File: config.mk
export PLATFORM = sky130hd
export DESIGN_NAME = three_rotor_substitution_unit
export DESIGN_NICKNAME = d
export VERILOG_FILES = /design/src/hdl/trsu_pkg.sv /design/src/hdl/trsu_rotor.sv /design/src/hdl/three_rotor_substitution_unit.sv
export SDC_FILE = /design/constraint.sdc
export NUM_CORES = 1
export LEC_CHECK = 0
export BUFFER_PORTS_ARGS = -buffer_cell sky130_fd_sc_hd__buf_2
export CAP_MARGIN = 20
export CORE_MARGIN = 2
export CORE_UTILIZATION = 61
export DETAILED_ROUTE_END_ITERATION = 16
export GPL_TIMING_DRIVEN = 0
export PLACE_DENSITY = 0.81
export SLEW_MARGIN = 10
export SYNTH_ARGS = -nofsm -noshare
export SYNTH_HDL_FRONTEND = slang
export SYNTH_HIERARCHICAL = 1
export SYNTH_SLANG_ARGS = --single-unit
File: constraint.sdc
create_clock -name clk -period 14.7 [get_ports clk]
set_input_delay 0.735 -clock clk [delete_from_list [all_inputs] [get_ports clk]]
set_output_delay 0.735 -clock clk [all_outputs]
set_load 0.005 [all_outputs]
File: src/hdl/trsu_pkg.sv
package trsu_pkg;

  // Width of every letter, index and position field
  localparam int FIELD_W = 5;

  // Default alphabet size
  localparam int ALPHABET_SIZE_DEF = 26;

  // Input item kinds (tuser bit 0)
  localparam logic KIND_LOAD   = 1'b0;
  localparam logic KIND_LETTER = 1'b1;

  // Rotor select codes for table loads
  localparam logic [1:0] ROTOR_FAST   = 2'd0;
  localparam logic [1:0] ROTOR_MIDDLE = 2'd1;
  localparam logic [1:0] ROTOR_SLOW   = 2'd2;

  // Configuration register indexes
  localparam int CFG_IDX_W = 2;
  localparam logic [CFG_IDX_W-1:0] CFG_START_FAST   = 2'd0;
  localparam logic [CFG_IDX_W-1:0] CFG_START_MIDDLE = 2'd1;
  localparam logic [CFG_IDX_W-1:0] CFG_START_SLOW   = 2'd2;

  // Stream payload widths
  localparam int IN_DATA_W  = 24;
  localparam int IN_USER_W  = 2;
  localparam int OUT_DATA_W = 8;

  // Table write request from the top level to one rotor
  typedef struct packed {
    logic               we;
    logic [FIELD_W-1:0] idx;
    logic [FIELD_W-1:0] value;
  } trsu_wr_t;

endpackage

File: src/hdl/trsu_rotor.sv
module trsu_rotor
  import trsu_pkg::*;
#(
  parameter int ALPHABET_SIZE = ALPHABET_SIZE_DEF
) (
  input  logic               clk,
  input  trsu_wr_t           wr,
  input  logic [FIELD_W-1:0] c_in,   // < ALPHABET_SIZE
  input  logic [FIELD_W-1:0] pos,    // < ALPHABET_SIZE
  output logic [FIELD_W-1:0] c_out
);

  localparam int IDX_W = (ALPHABET_SIZE > 1) ? $clog2(ALPHABET_SIZE) : 1;
  localparam logic [FIELD_W:0] N_EXT = (FIELD_W + 1)'(ALPHABET_SIZE);

  // Permutation table, undefined until loaded
  logic [FIELD_W-1:0] entries [ALPHABET_SIZE];

  logic [FIELD_W:0]   sum;
  logic [FIELD_W:0]   idx_mod;
  logic [FIELD_W-1:0] looked;
  logic [FIELD_W:0]   wrapped;

  always_ff @(posedge clk) begin
    if (wr.we) begin
      entries[wr.idx[IDX_W-1:0]] <= wr.value;
    end
  end

  // (c + pos) mod N: both operands below N, so one subtract at most
  always_comb begin
    sum     = {1'b0, c_in} + {1'b0, pos};
    idx_mod = (sum >= N_EXT) ? (sum - N_EXT) : sum;
    looked  = entries[idx_mod[IDX_W-1:0]];
    wrapped = {1'b0, looked} + N_EXT - {1'b0, pos};
    c_out   = (looked >= pos) ? (looked - pos) : wrapped[FIELD_W-1:0];
  end

endmodule

File: src/hdl/three_rotor_substitution_unit.sv
// Channel  | Direction | Signals                              | Contents
// s_axis   | in        | tvalid tready tdata[23:0] tuser[1:0] | table loads and letters
// m_axis   | out       | tvalid tready tdata[7:0]             | one letter per letter item
// cfg      | in        | valid ready index[1:0] data[4:0]     | rotor start positions
//
// One item per cycle sustained while m_axis accepts. A letter waits in the
// input register, where the three rotor passes (add, table read, subtract)
// run, until the result register is free; it reaches m_axis the next cycle.
// Loads write the rotor table as they leave the input register and give no
// output. Reset clears positions, start registers and valid flags; rotor
// tables are not cleared. A stalled m_axis holds letters only.
module three_rotor_substitution_unit
  import trsu_pkg::*;
#(
  parameter int ALPHABET_SIZE = ALPHABET_SIZE_DEF
) (
  input  logic                  clk,
  input  logic                  rst,
  input  logic                  s_axis_tvalid,
  output logic                  s_axis_tready,
  // [1:0] rotor_select, [6:2] table_index, [11:7] table_value, [16:12] letter
  input  logic [IN_DATA_W-1:0]  s_axis_tdata,
  // [0] kind, [1] message_start
  input  logic [IN_USER_W-1:0]  s_axis_tuser,
  output logic                  m_axis_tvalid,
  input  logic                  m_axis_tready,
  // [4:0] out_letter
  output logic [OUT_DATA_W-1:0] m_axis_tdata,
  input  logic                  cfg_valid,
  output logic                  cfg_ready,
  input  logic [CFG_IDX_W-1:0]  cfg_index,
  input  logic [FIELD_W-1:0]    cfg_data
);

  localparam int RED_DEPTH = 2 ** FIELD_W;
  localparam logic [FIELD_W-1:0] N_LAST = FIELD_W'(ALPHABET_SIZE - 1);
  localparam logic [FIELD_W:0]   N_EXT  = (FIELD_W + 1)'(ALPHABET_SIZE);

  // Constant table: value mod alphabet size for every field value
  logic [FIELD_W-1:0] red_tab [RED_DEPTH];
  for (genvar g = 0; g < RED_DEPTH; g++) begin : g_red
    assign red_tab[g] = FIELD_W'(g % ALPHABET_SIZE);
  end

  // Input fields
  logic [1:0]         in_sel;
  logic [FIELD_W-1:0] in_idx;
  logic [FIELD_W-1:0] in_val;
  logic [FIELD_W-1:0] in_letter;
  logic               in_kind;
  logic               in_start;

  assign in_sel    = s_axis_tdata[1:0];
  assign in_idx    = s_axis_tdata[6:2];
  assign in_val    = s_axis_tdata[11:7];
  assign in_letter = s_axis_tdata[16:12];
  assign in_kind   = s_axis_tuser[0];
  assign in_start  = s_axis_tuser[1];

  // Start position registers
  logic [FIELD_W-1:0] start_fast;
  logic [FIELD_W-1:0] start_middle;
  logic [FIELD_W-1:0] start_slow;

  assign cfg_ready = 1'b1;

  always_ff @(posedge clk) begin
    if (rst) begin
      start_fast   <= '0;
      start_middle <= '0;
      start_slow   <= '0;
    end else if (cfg_valid && cfg_ready) begin
      case (cfg_index)
        CFG_START_FAST:   start_fast   <= cfg_data;
        CFG_START_MIDDLE: start_middle <= cfg_data;
        CFG_START_SLOW:   start_slow   <= cfg_data;
        default: ;
      endcase
    end
  end

  // Handshake
  logic in_fire;
  logic out_free;
  logic s1_go;

  logic               s1_valid;
  logic               s1_kind;
  logic [1:0]         s1_sel;
  logic [FIELD_W-1:0] s1_idx;
  logic [FIELD_W-1:0] s1_val;
  logic [FIELD_W-1:0] s1_letter;
  logic [FIELD_W-1:0] s1_pf;
  logic [FIELD_W-1:0] s1_pm;
  logic [FIELD_W-1:0] s1_ps;

  assign out_free      = !m_axis_tvalid || m_axis_tready;
  assign s1_go         = s1_valid && ((s1_kind == KIND_LOAD) || out_free);
  assign s_axis_tready = !s1_valid || s1_go;
  assign in_fire       = s_axis_tvalid && s_axis_tready;

  // Rotor positions: pick this letter's positions, then step the odometer
  logic [FIELD_W-1:0] pos_fast;
  logic [FIELD_W-1:0] pos_middle;
  logic [FIELD_W-1:0] pos_slow;
  logic [FIELD_W-1:0] eff_fast;
  logic [FIELD_W-1:0] eff_middle;
  logic [FIELD_W-1:0] eff_slow;
  logic [FIELD_W-1:0] pos_fast_next;
  logic [FIELD_W-1:0] pos_middle_next;
  logic [FIELD_W-1:0] pos_slow_next;

  always_comb begin
    eff_fast   = in_start ? red_tab[start_fast]   : pos_fast;
    eff_middle = in_start ? red_tab[start_middle] : pos_middle;
    eff_slow   = in_start ? red_tab[start_slow]   : pos_slow;

    pos_fast_next   = (eff_fast == N_LAST) ? '0 : eff_fast + 1'b1;
    pos_middle_next = eff_middle;
    pos_slow_next   = eff_slow;
    if (eff_fast == N_LAST) begin
      pos_middle_next = (eff_middle == N_LAST) ? '0 : eff_middle + 1'b1;
      if (eff_middle == N_LAST) begin
        pos_slow_next = (eff_slow == N_LAST) ? '0 : eff_slow + 1'b1;
      end
    end
  end

  always_ff @(posedge clk) begin
    if (rst) begin
      pos_fast   <= '0;
      pos_middle <= '0;
      pos_slow   <= '0;
    end else if (in_fire && (in_kind == KIND_LETTER)) begin
      pos_fast   <= pos_fast_next;
      pos_middle <= pos_middle_next;
      pos_slow   <= pos_slow_next;
    end
  end

  // Input register
  always_ff @(posedge clk) begin
    if (rst) begin
      s1_valid <= 1'b0;
    end else if (s_axis_tready) begin
      s1_valid <= s_axis_tvalid;
    end
  end

  always_ff @(posedge clk) begin
    if (in_fire) begin
      s1_kind   <= in_kind;
      s1_sel    <= in_sel;
      s1_idx    <= in_idx;
      s1_val    <= red_tab[in_val];
      s1_letter <= red_tab[in_letter];
      s1_pf     <= eff_fast;
      s1_pm     <= eff_middle;
      s1_ps     <= eff_slow;
    end
  end

  // Table writes, in item order as loads leave the input register
  logic     load_ok;
  trsu_wr_t wr_fast;
  trsu_wr_t wr_middle;
  trsu_wr_t wr_slow;

  always_comb begin
    load_ok = s1_go && (s1_kind == KIND_LOAD)
              && ({1'b0, s1_idx} < N_EXT)
              && (s1_sel inside {ROTOR_FAST, ROTOR_MIDDLE, ROTOR_SLOW});
    wr_fast   = '{we: load_ok && (s1_sel == ROTOR_FAST),   idx: s1_idx, value: s1_val};
    wr_middle = '{we: load_ok && (s1_sel == ROTOR_MIDDLE), idx: s1_idx, value: s1_val};
    wr_slow   = '{we: load_ok && (s1_sel == ROTOR_SLOW),   idx: s1_idx, value: s1_val};
  end

  // Rotor chain: slow, then middle, then fast
  logic [FIELD_W-1:0] c_slow;
  logic [FIELD_W-1:0] c_middle;
  logic [FIELD_W-1:0] c_fast;

  trsu_rotor #(.ALPHABET_SIZE(ALPHABET_SIZE)) u_rotor_slow (
    .clk   (clk),
    .wr    (wr_slow),
    .c_in  (s1_letter),
    .pos   (s1_ps),
    .c_out (c_slow)
  );

  trsu_rotor #(.ALPHABET_SIZE(ALPHABET_SIZE)) u_rotor_middle (
    .clk   (clk),
    .wr    (wr_middle),
    .c_in  (c_slow),
    .pos   (s1_pm),
    .c_out (c_middle)
  );

  trsu_rotor #(.ALPHABET_SIZE(ALPHABET_SIZE)) u_rotor_fast (
    .clk   (clk),
    .wr    (wr_fast),
    .c_in  (c_middle),
    .pos   (s1_pf),
    .c_out (c_fast)
  );

  // Result register
  logic [FIELD_W-1:0] out_letter;

  always_ff @(posedge clk) begin
    if (rst) begin
      m_axis_tvalid <= 1'b0;
    end else if (s1_go && (s1_kind == KIND_LETTER)) begin
      m_axis_tvalid <= 1'b1;
    end else if (m_axis_tready) begin
      m_axis_tvalid <= 1'b0;
    end
  end

  always_ff @(posedge clk) begin
    if (s1_go && (s1_kind == KIND_LETTER)) begin
      out_letter <= c_fast;
    end
  end

  assign m_axis_tdata = {{(OUT_DATA_W - FIELD_W){1'b0}}, out_letter};

`ifndef NO_ASSERTIONS
  a_pos_range: assert property (@(posedge clk) disable iff (rst)
    ({1'b0, pos_fast} < N_EXT) && ({1'b0, pos_middle} < N_EXT)
    && ({1'b0, pos_slow} < N_EXT))
    else $error("rotor position out of range");

  a_letter_to_out: assert property (@(posedge clk) disable iff (rst)
    s1_go && (s1_kind == KIND_LETTER) |=> m_axis_tvalid)
    else $error("letter left input register without a result");

  a_no_overwrite: assert property (@(posedge clk) disable iff (rst)
    m_axis_tvalid && !m_axis_tready |-> !(s1_go && (s1_kind == KIND_LETTER)))
    else $error("result overwritten while stalled");

  a_load_no_out: assert property (@(posedge clk) disable iff (rst)
    s1_go && (s1_kind == KIND_LOAD) && !m_axis_tvalid |=> !m_axis_tvalid)
    else $error("load item produced a result");
`endif

endmodule

==> results.json, run 1 <==
{
  "antenna_left": 0,
  "all_layer_gr_usage_pct": 28.2,
  "slew_violations": 0,
  "synth.area.top_cells": "edfxtp_1 (59%), mux2i_1 (4.7%), mux4_2 (4.0%)",
  "initialDrtViolationCount": 1676,
  "worst_slew_pin_slew_ns": 0.990,
  "vias": 13900,
  "cts_tree": "yes",
  "grt_pass1_wl_um": 77700,
  "finalHoldViolations": 0,
  "crit_path_top_delay_cell": "nor4b_1",
  "gp_congestion": 0.904,
  "dp_hpwl_um": 34200,
  "cts.root.buffer_cell": "clkbuf_16",
  "drive_above_1_share_pct": 19.3,
  "timing.reg2reg.worst_path_depth": 59,
  "fp-row-count": 68,
  "synth.cell_area_um2": 21600,
  "min-delay-path-class": "in2reg",
  "synth.yosys.seq_area_share_pct": 62.4,
  "yosys.area.top_type_share_pct": 59.4,
  "number_of_synthesized_flops_with_an_enable_pin": 428,
  "layout_min_cycle_time_ns": 14.22,
  "critPathMaxStageDelay_ns": 0.86,
  "synth-async-reset-ratio_pct": 0,
  "drc_errors": 0,
  "path_common_cell": "ha_1",
  "postSynth.topFlopCell": "edfxtp_1",
  "antenna_found_initial": 1,
  "fp.dieArea_um2": 37000,
  "layout_overhead_on_the_synthesized_area_pct": 14.5,
  "grt.busiest_layer": "met2",
  "clock_path_buffers": 3,
  "dp.cells": 2028,
  "die_height_um": 192,
  "timing.critical_path.required_ns": 15.00,
  "finalWirelength_um": 52100,
  "synthesis.instances": 1518,
  "diodes": 0,
  "global_route.overflow_total": 0,
  "holdWs_ns": 0.349,
  "worstPathMaxFanout": 10,
  "crit_path_end_kind": "register",
  "globalRouteMet3Util_pct": 5.22,
  "htree_num_levels": 2,
  "timing.critical_path.max_delay_family": "compound AO/OA/AOI/OAI gates",
  "timing.critical_path.depth": 59,
  "viasPerCell": 6.55,
  "dieWidth_um": 192,
  "skew_ns": 0.0164,
  "fin_cells": 2131,
  "synth.distinct_cells": 93,
  "worstSetupStartpointType": "register",
  "met2_usage_pct": 45.4,
  "ys_warn_count": 6,
  "cts_made_buffers": 46,
  "tritoncts_num_sinks": 460,
  "setup_cp_type": "reg2reg",
  "initial_utilization_pct": 62.3,
  "wl_per_cell_um": 24.4,
  "fmax_mhz": 70.3,
  "synth_most_common_cell": "edfxtp_1",
  "synth.ff_latch_count": 460,
  "status": "complete, no violations",
  "clock_latency_ns": 0.56,
  "final.period_utilization_pct": 96.7,
  "relative_max_transition_margin_pct": 33.1,
  "boundaryPins": 49,
  "design.final.nets": 1744,
  "setup_viol": 0,
  "worst_ep_arrival_time_ns": 14.51,
  "globalRouteMet1Util_pct": 38.4,
  "pre_cts_slack_ns": -0.998,
  "grt_max_degree": 35,
  "core_area_um2": 34700,
  "synth_top_cell_by_area": "edfxtp_1",
  "hold_depth": 1,
  "place_area_um2": 22800,
  "max_cap_violations": 0,
  "drtPass1Iterations": 7,
  "top_post_synthesis_cells_by_count": "edfxtp_1 (428), nor2_1 (169), mux2i_1 (101)",
  "io_buffers": 35,
  "layout_setup_ws_ns": 0.484,
  "synth_area_per_cell_um2": 14.2,
  "finish.instance_area_um2": 24800,
  "grt_pass1_vias": 13600,
  "worst_setup_hold_path_clk_slew_ns": 0.06,
  "timing.critical_path.buf_inv": 8
}
[final timing paths]
check                  start       endpoint  slack [ns]
max                 s1_ps[0]  out_letter[4]        0.48
min          s_axis_tdata[4]      s1_idx[2]        0.35
max reg2reg         s1_ps[0]  out_letter[4]        0.48
min reg2reg      pos_fast[3]    pos_fast[3]        0.47
[layout make-up]
type	count	area [um2]
plain buffers	65	453
clock buffers	60	1320
clock inverters	23	233
fillers	2123	9960
inverters	58	218
multi-input cells	933	7660
flip-flops and latches	460	13500
well taps	455	569
repair buffers	77	807
[cells by family after synthesis]
family / synth area share, %
AOI/OAI and AO/OA: 7.93
xor gates and xnor gates: 1.49
muxes: 11.1
and+or+nand+nor: 9.89
adders and majority gates: 4.18
DFF: 62.4
other: 0.0347
buffers and inverters: 3.00
[layer usage]
layer / wire [um] / part of all wire [%] / vias to the layer above
met5: 0 / 0 / -
met4: 1850 / 3.6 / 0
met3: 5510 / 11 / 158
met2: 25100 / 48 / 919
met1: 19600 / 38 / 6832
li1: - / - / 6040
[repair_timing]
| action | in CTS | in global routing |
|---|---|---|
| hold buffers | 0 | 0 |
| gates resized for setup | 19 | 33 |
| setup endpoints to repair | 4 | 4 |
| buffers inserted | 9 | 13 |
| pin swaps | 6 | 12 |
[cell usage in the layout (no fill, tap or decap), types with 14 or more instances in the layout]
cell type	instances
edfxtp_1	428
nor2_1	167
nand2_1	100
mux2i_1	97
inv_1	57
ha_1	50
clkbuf_16	50
o21ai_0	48
buf_2	47
buf_4	39
mux4_2	38
nand3_1	36
dfxtp_1	32
a21oi_1	25
clkbuf_1	24
nand3b_1	20
xnor2_1	19
nor3_1	18
a31oi_1	15
nor2b_1	14
[per-stage QoR]
step                      utilization, %  TNS [ns]
after global routing                71.3    -0.151
after CTS                           70.6         0
after global placement              64.4     -2.18
after detailed placement            65.6     -3.46
after floorplan                        -         0
final                               71.3         0
Power of run 1 is left out: the tool's default activity adds up to more than one toggle a clock period on the data nets, which glitch-free logic cannot reach.
==> inputs of run 2 (changes only) <==
Settings changed: ABC_AREA set to 1, SLEW_MARGIN 10 to not set.
==> run 2 against run 1 <==
Die area grew 2.6%. Worst hold slack lost 0.014 ns. Area after synthesis grew 2.7%. Largest cell class unchanged. Highest routed layer unchanged. Critical path depth increased by 1. Sequential share of layout area shrank 0.35 points. Synthesized cell count rose by 44%. Via count is 19% higher.
==> results.json, run 2 <==
{
  "postSynth.topFlopCell": "edfxtp_1",
  "final_common_cell": "nand2_1",
  "yosys.area.top_type_share_pct": 57.9,
  "grt.busiest_layer": "met2",
  "worstPathMaxFanout": 10,
  "globalRouteMet1Util_pct": 37.9,
  "crit_path_top_delay_cell": "fa_1",
  "synth.area.mux_share_pct": 1.40,
  "synth.ff_latch_count": 460,
  "path_common_cell": "nand2_1",
  "fp-row-count": 69,
  "synth_xor_area_share_pct": 1.30,
  "rr_startpoint": "s1_ps[0]",
  "post_cts.resized_instances": 0,
  "viasPerCell": 5.95,
  "worstReg2RegEnd": "out_letter[4]",
  "drtPass1Iterations": 6,
  "ys_warn_count": 6,
  "synth.distinct_cells": 49,
  "worstHoldStart": "s_axis_tdata[7]",
  "vias": 16600,
  "slew_violations": 0,
  "min-delay-path-class": "in2reg",
  "io_buffers": 36,
  "cts_setup_buffers": 0,
  "gp_congestion": 1.01,
  "antenna_found_initial": 0,
  "core_area_um2": 35700,
  "setup_viol": 0,
  "synth_area_per_cell_um2": 10.2,
  "synth-compound-area-share_pct": 3.44,
  "crit_path_end_kind": "register",
  "boundaryPins": 49,
  "ctsHoldBuffers": 0,
  "grt_setup_unrepaired": "no",
  "dp_hpwl_um": 37800,
  "grt_pass1_vias": 16200,
  "number_of_synthesized_flops_with_an_enable_pin": 428,
  "finalHoldViolations": 0,
  "all_layer_gr_usage_pct": 28.9,
  "cts_tree": "yes",
  "cts_made_buffers": 46,
  "wl_per_cell_um": 19.4,
  "global_route.overflow_total": 0,
  "capture_endpoint_of_the_worst_hold_path": "s1_val[0]",
  "synth-async-reset-ratio_pct": 0,
  "worstSetupStartpointType": "register",
  "htree_num_levels": 2,
  "simple_logic_cell_fraction_of_the_synthesized_area_pct": 24.6,
  "status": "complete, no violations",
  "layout_common_cells": "nand2_1 (735), edfxtp_1 (428), nand3_1 (289), nor2_1 (157), inv_1 (132)",
  "relative_max_transition_margin_pct": 43.6,
  "layout_min_cycle_time_ns": 12.37,
  "synth_top_cell_by_area": "edfxtp_1",
  "worst_setup_hold_path_clk_slew_ns": 0.06,
  "finalWirelength_um": 54100,
  "final.period_utilization_pct": 84.1,
  "diodes": 0,
  "synth.yosys.seq_area_share_pct": 60.8,
  "grt_max_degree": 29,
  "grt_pass1_wl_um": 85400,
  "met2_usage_pct": 48.4,
  "die_height_um": 195,
  "hold_depth": 1,
  "fmax_mhz": 80.9,
  "synth_fa_ha_area_share_pct": 4.07,
  "clock_path_buffers": 3,
  "drive_above_1_share_pct": 10.3,
  "worst_slew_pin_slew_ns": 0.846,
  "design.final.nets": 2393,
  "synth.cell_area_um2": 22200,
  "dieWidth_um": 195,
  "initial_utilization_pct": 62.1,
  "top_post_synthesis_cells_by_count": "nand2_1 (735), edfxtp_1 (428), nand3_1 (289)",
  "layout_overhead_on_the_synthesized_area_pct": 12.2,
  "drc_errors": 0,
  "synth.area.top_cells": "edfxtp_1 (58%), nand2_1 (12%), nand3_1 (6.5%)",
  "globalRouteMet3Util_pct": 3.68,
  "skew_ns": 0.0178,
  "final.setup.tns_ns": 0,
  "synth_most_common_cell": "nand2_1",
  "dominant_combinational_cell_family_by_area_after_synthesis": "simple AND/OR/NAND/NOR gates",
  "antenna_left": 0,
  "timing.critical_path.required_ns": 15.03,
  "cts.root.buffer_cell": "clkbuf_16",
  "synthesis.instances": 2187,
  "max_cap_violations": 0,
  "setup_cp_type": "reg2reg",
  "tritoncts_num_sinks": 460,
  "timing.reg2reg.worst_path_depth": 60,
  "initialDrtViolationCount": 1776,
  "critPathMaxStageDelay_ns": 0.64,
  "fp.dieArea_um2": 37900,
  "timing.reg2reg.setup_slack_ns": 2.33,
  "worst_ep_arrival_time_ns": 12.70,
  "clock_latency_ns": 0.57
}
-- run 2: cell types whose count changed in the layout (fill, tap and decap cells not counted), sizes merged, moves of 13 or more --
| cell | previous run | this run |
|---|---|---|
| nor2b | 14 | 0 |
| nand3 | 36 | 302 |
| mux4 | 51 | 0 |
| nand3b | 20 | 3 |
| inv | 59 | 143 |
| nand2 | 100 | 769 |
| a21oi | 27 | 55 |
| mux2i | 103 | 30 |
| clkbuf | 80 | 93 |
| buf | 122 | 90 |
-- run 2: cell type report --
type	instances	area [um2]
plain buffers	72	429
clock buffers	58	1220
clock inverters	27	288
fillers	2573	10800
inverters	143	537
multi-input cells	1514	7750
flip-flops and latches	460	13500
well taps	461	577
repair buffers	53	623
-- run 2: per-stage QoR --
step | instances | setup slack [ns] | utilization (%) | hold WS, ns | cell area, um2
global placement | 2686 | 2.98 | 64.3 | 0.454 | 23000
CTS | 2788 | 2.63 | 69.7 | 0.311 | 24900
finish | 2788 | 2.33 | 69.7 | 0.335 | 24900
floorplan | 2189 | 4.68 | - | 0.444 | 22200
global route | 2788 | 1.57 | 69.7 | 0.322 | 24900
detailed placement | 2703 | 2.69 | 65.5 | 0.457 | 23400
-- run 2: cells by family after synthesis --
logic type	count (synthesis)
simple gates	1257
flops	460
buf+inv	215
compound gates	130
fa+ha+maj	65
mux	31
xor+xnor	27
other cells	2
-- run 2: critical path, delay by kind of cell (launching register included) --
| family | cells | cell delay (ns) |
|---|---|---|
| AO/OA/AOI/OAI | 12 | 2.81 |
| XOR/XNOR | 4 | 1.09 |
| adder cells (fa/ha/maj) | 7 | 3.08 |
| buffers and inverters | 9 | 1.24 |
| flip-flops | 1 | 0.45 |
| multiplexers | 1 | 0.36 |
| AND/OR/NAND/NOR | 27 | 3.08 |
-- run 2: worst max path at each step --
| stage | to | slack (ns) | startpoint | depth (start not counted) |
|---|---|---|---|---|
| finish | out_letter[4] | 2.33 | s1_ps[0] | 60 |
| global route | out_letter[4] | 1.57 | s1_ps[0] | 62 |
| CTS | out_letter[4] | 2.63 | s1_ps[0] | 62 |
| detailed placement | out_letter[4] | 2.69 | s1_ps[0] | 62 |
| global placement | out_letter[4] | 2.98 | s1_ps[0] | 60 |
| floorplan | out_letter[4] | 4.68 | s1_ps[0] | 60 |
-- run 2: metal layers --
layer,part of all wire [%],vias to the layer above
met3,8.0,202
met1,39,7851
met4,4.5,0
li1,-,7608
met2,48,915
met5,0,-
Power of run 2 is left out for the same reason.
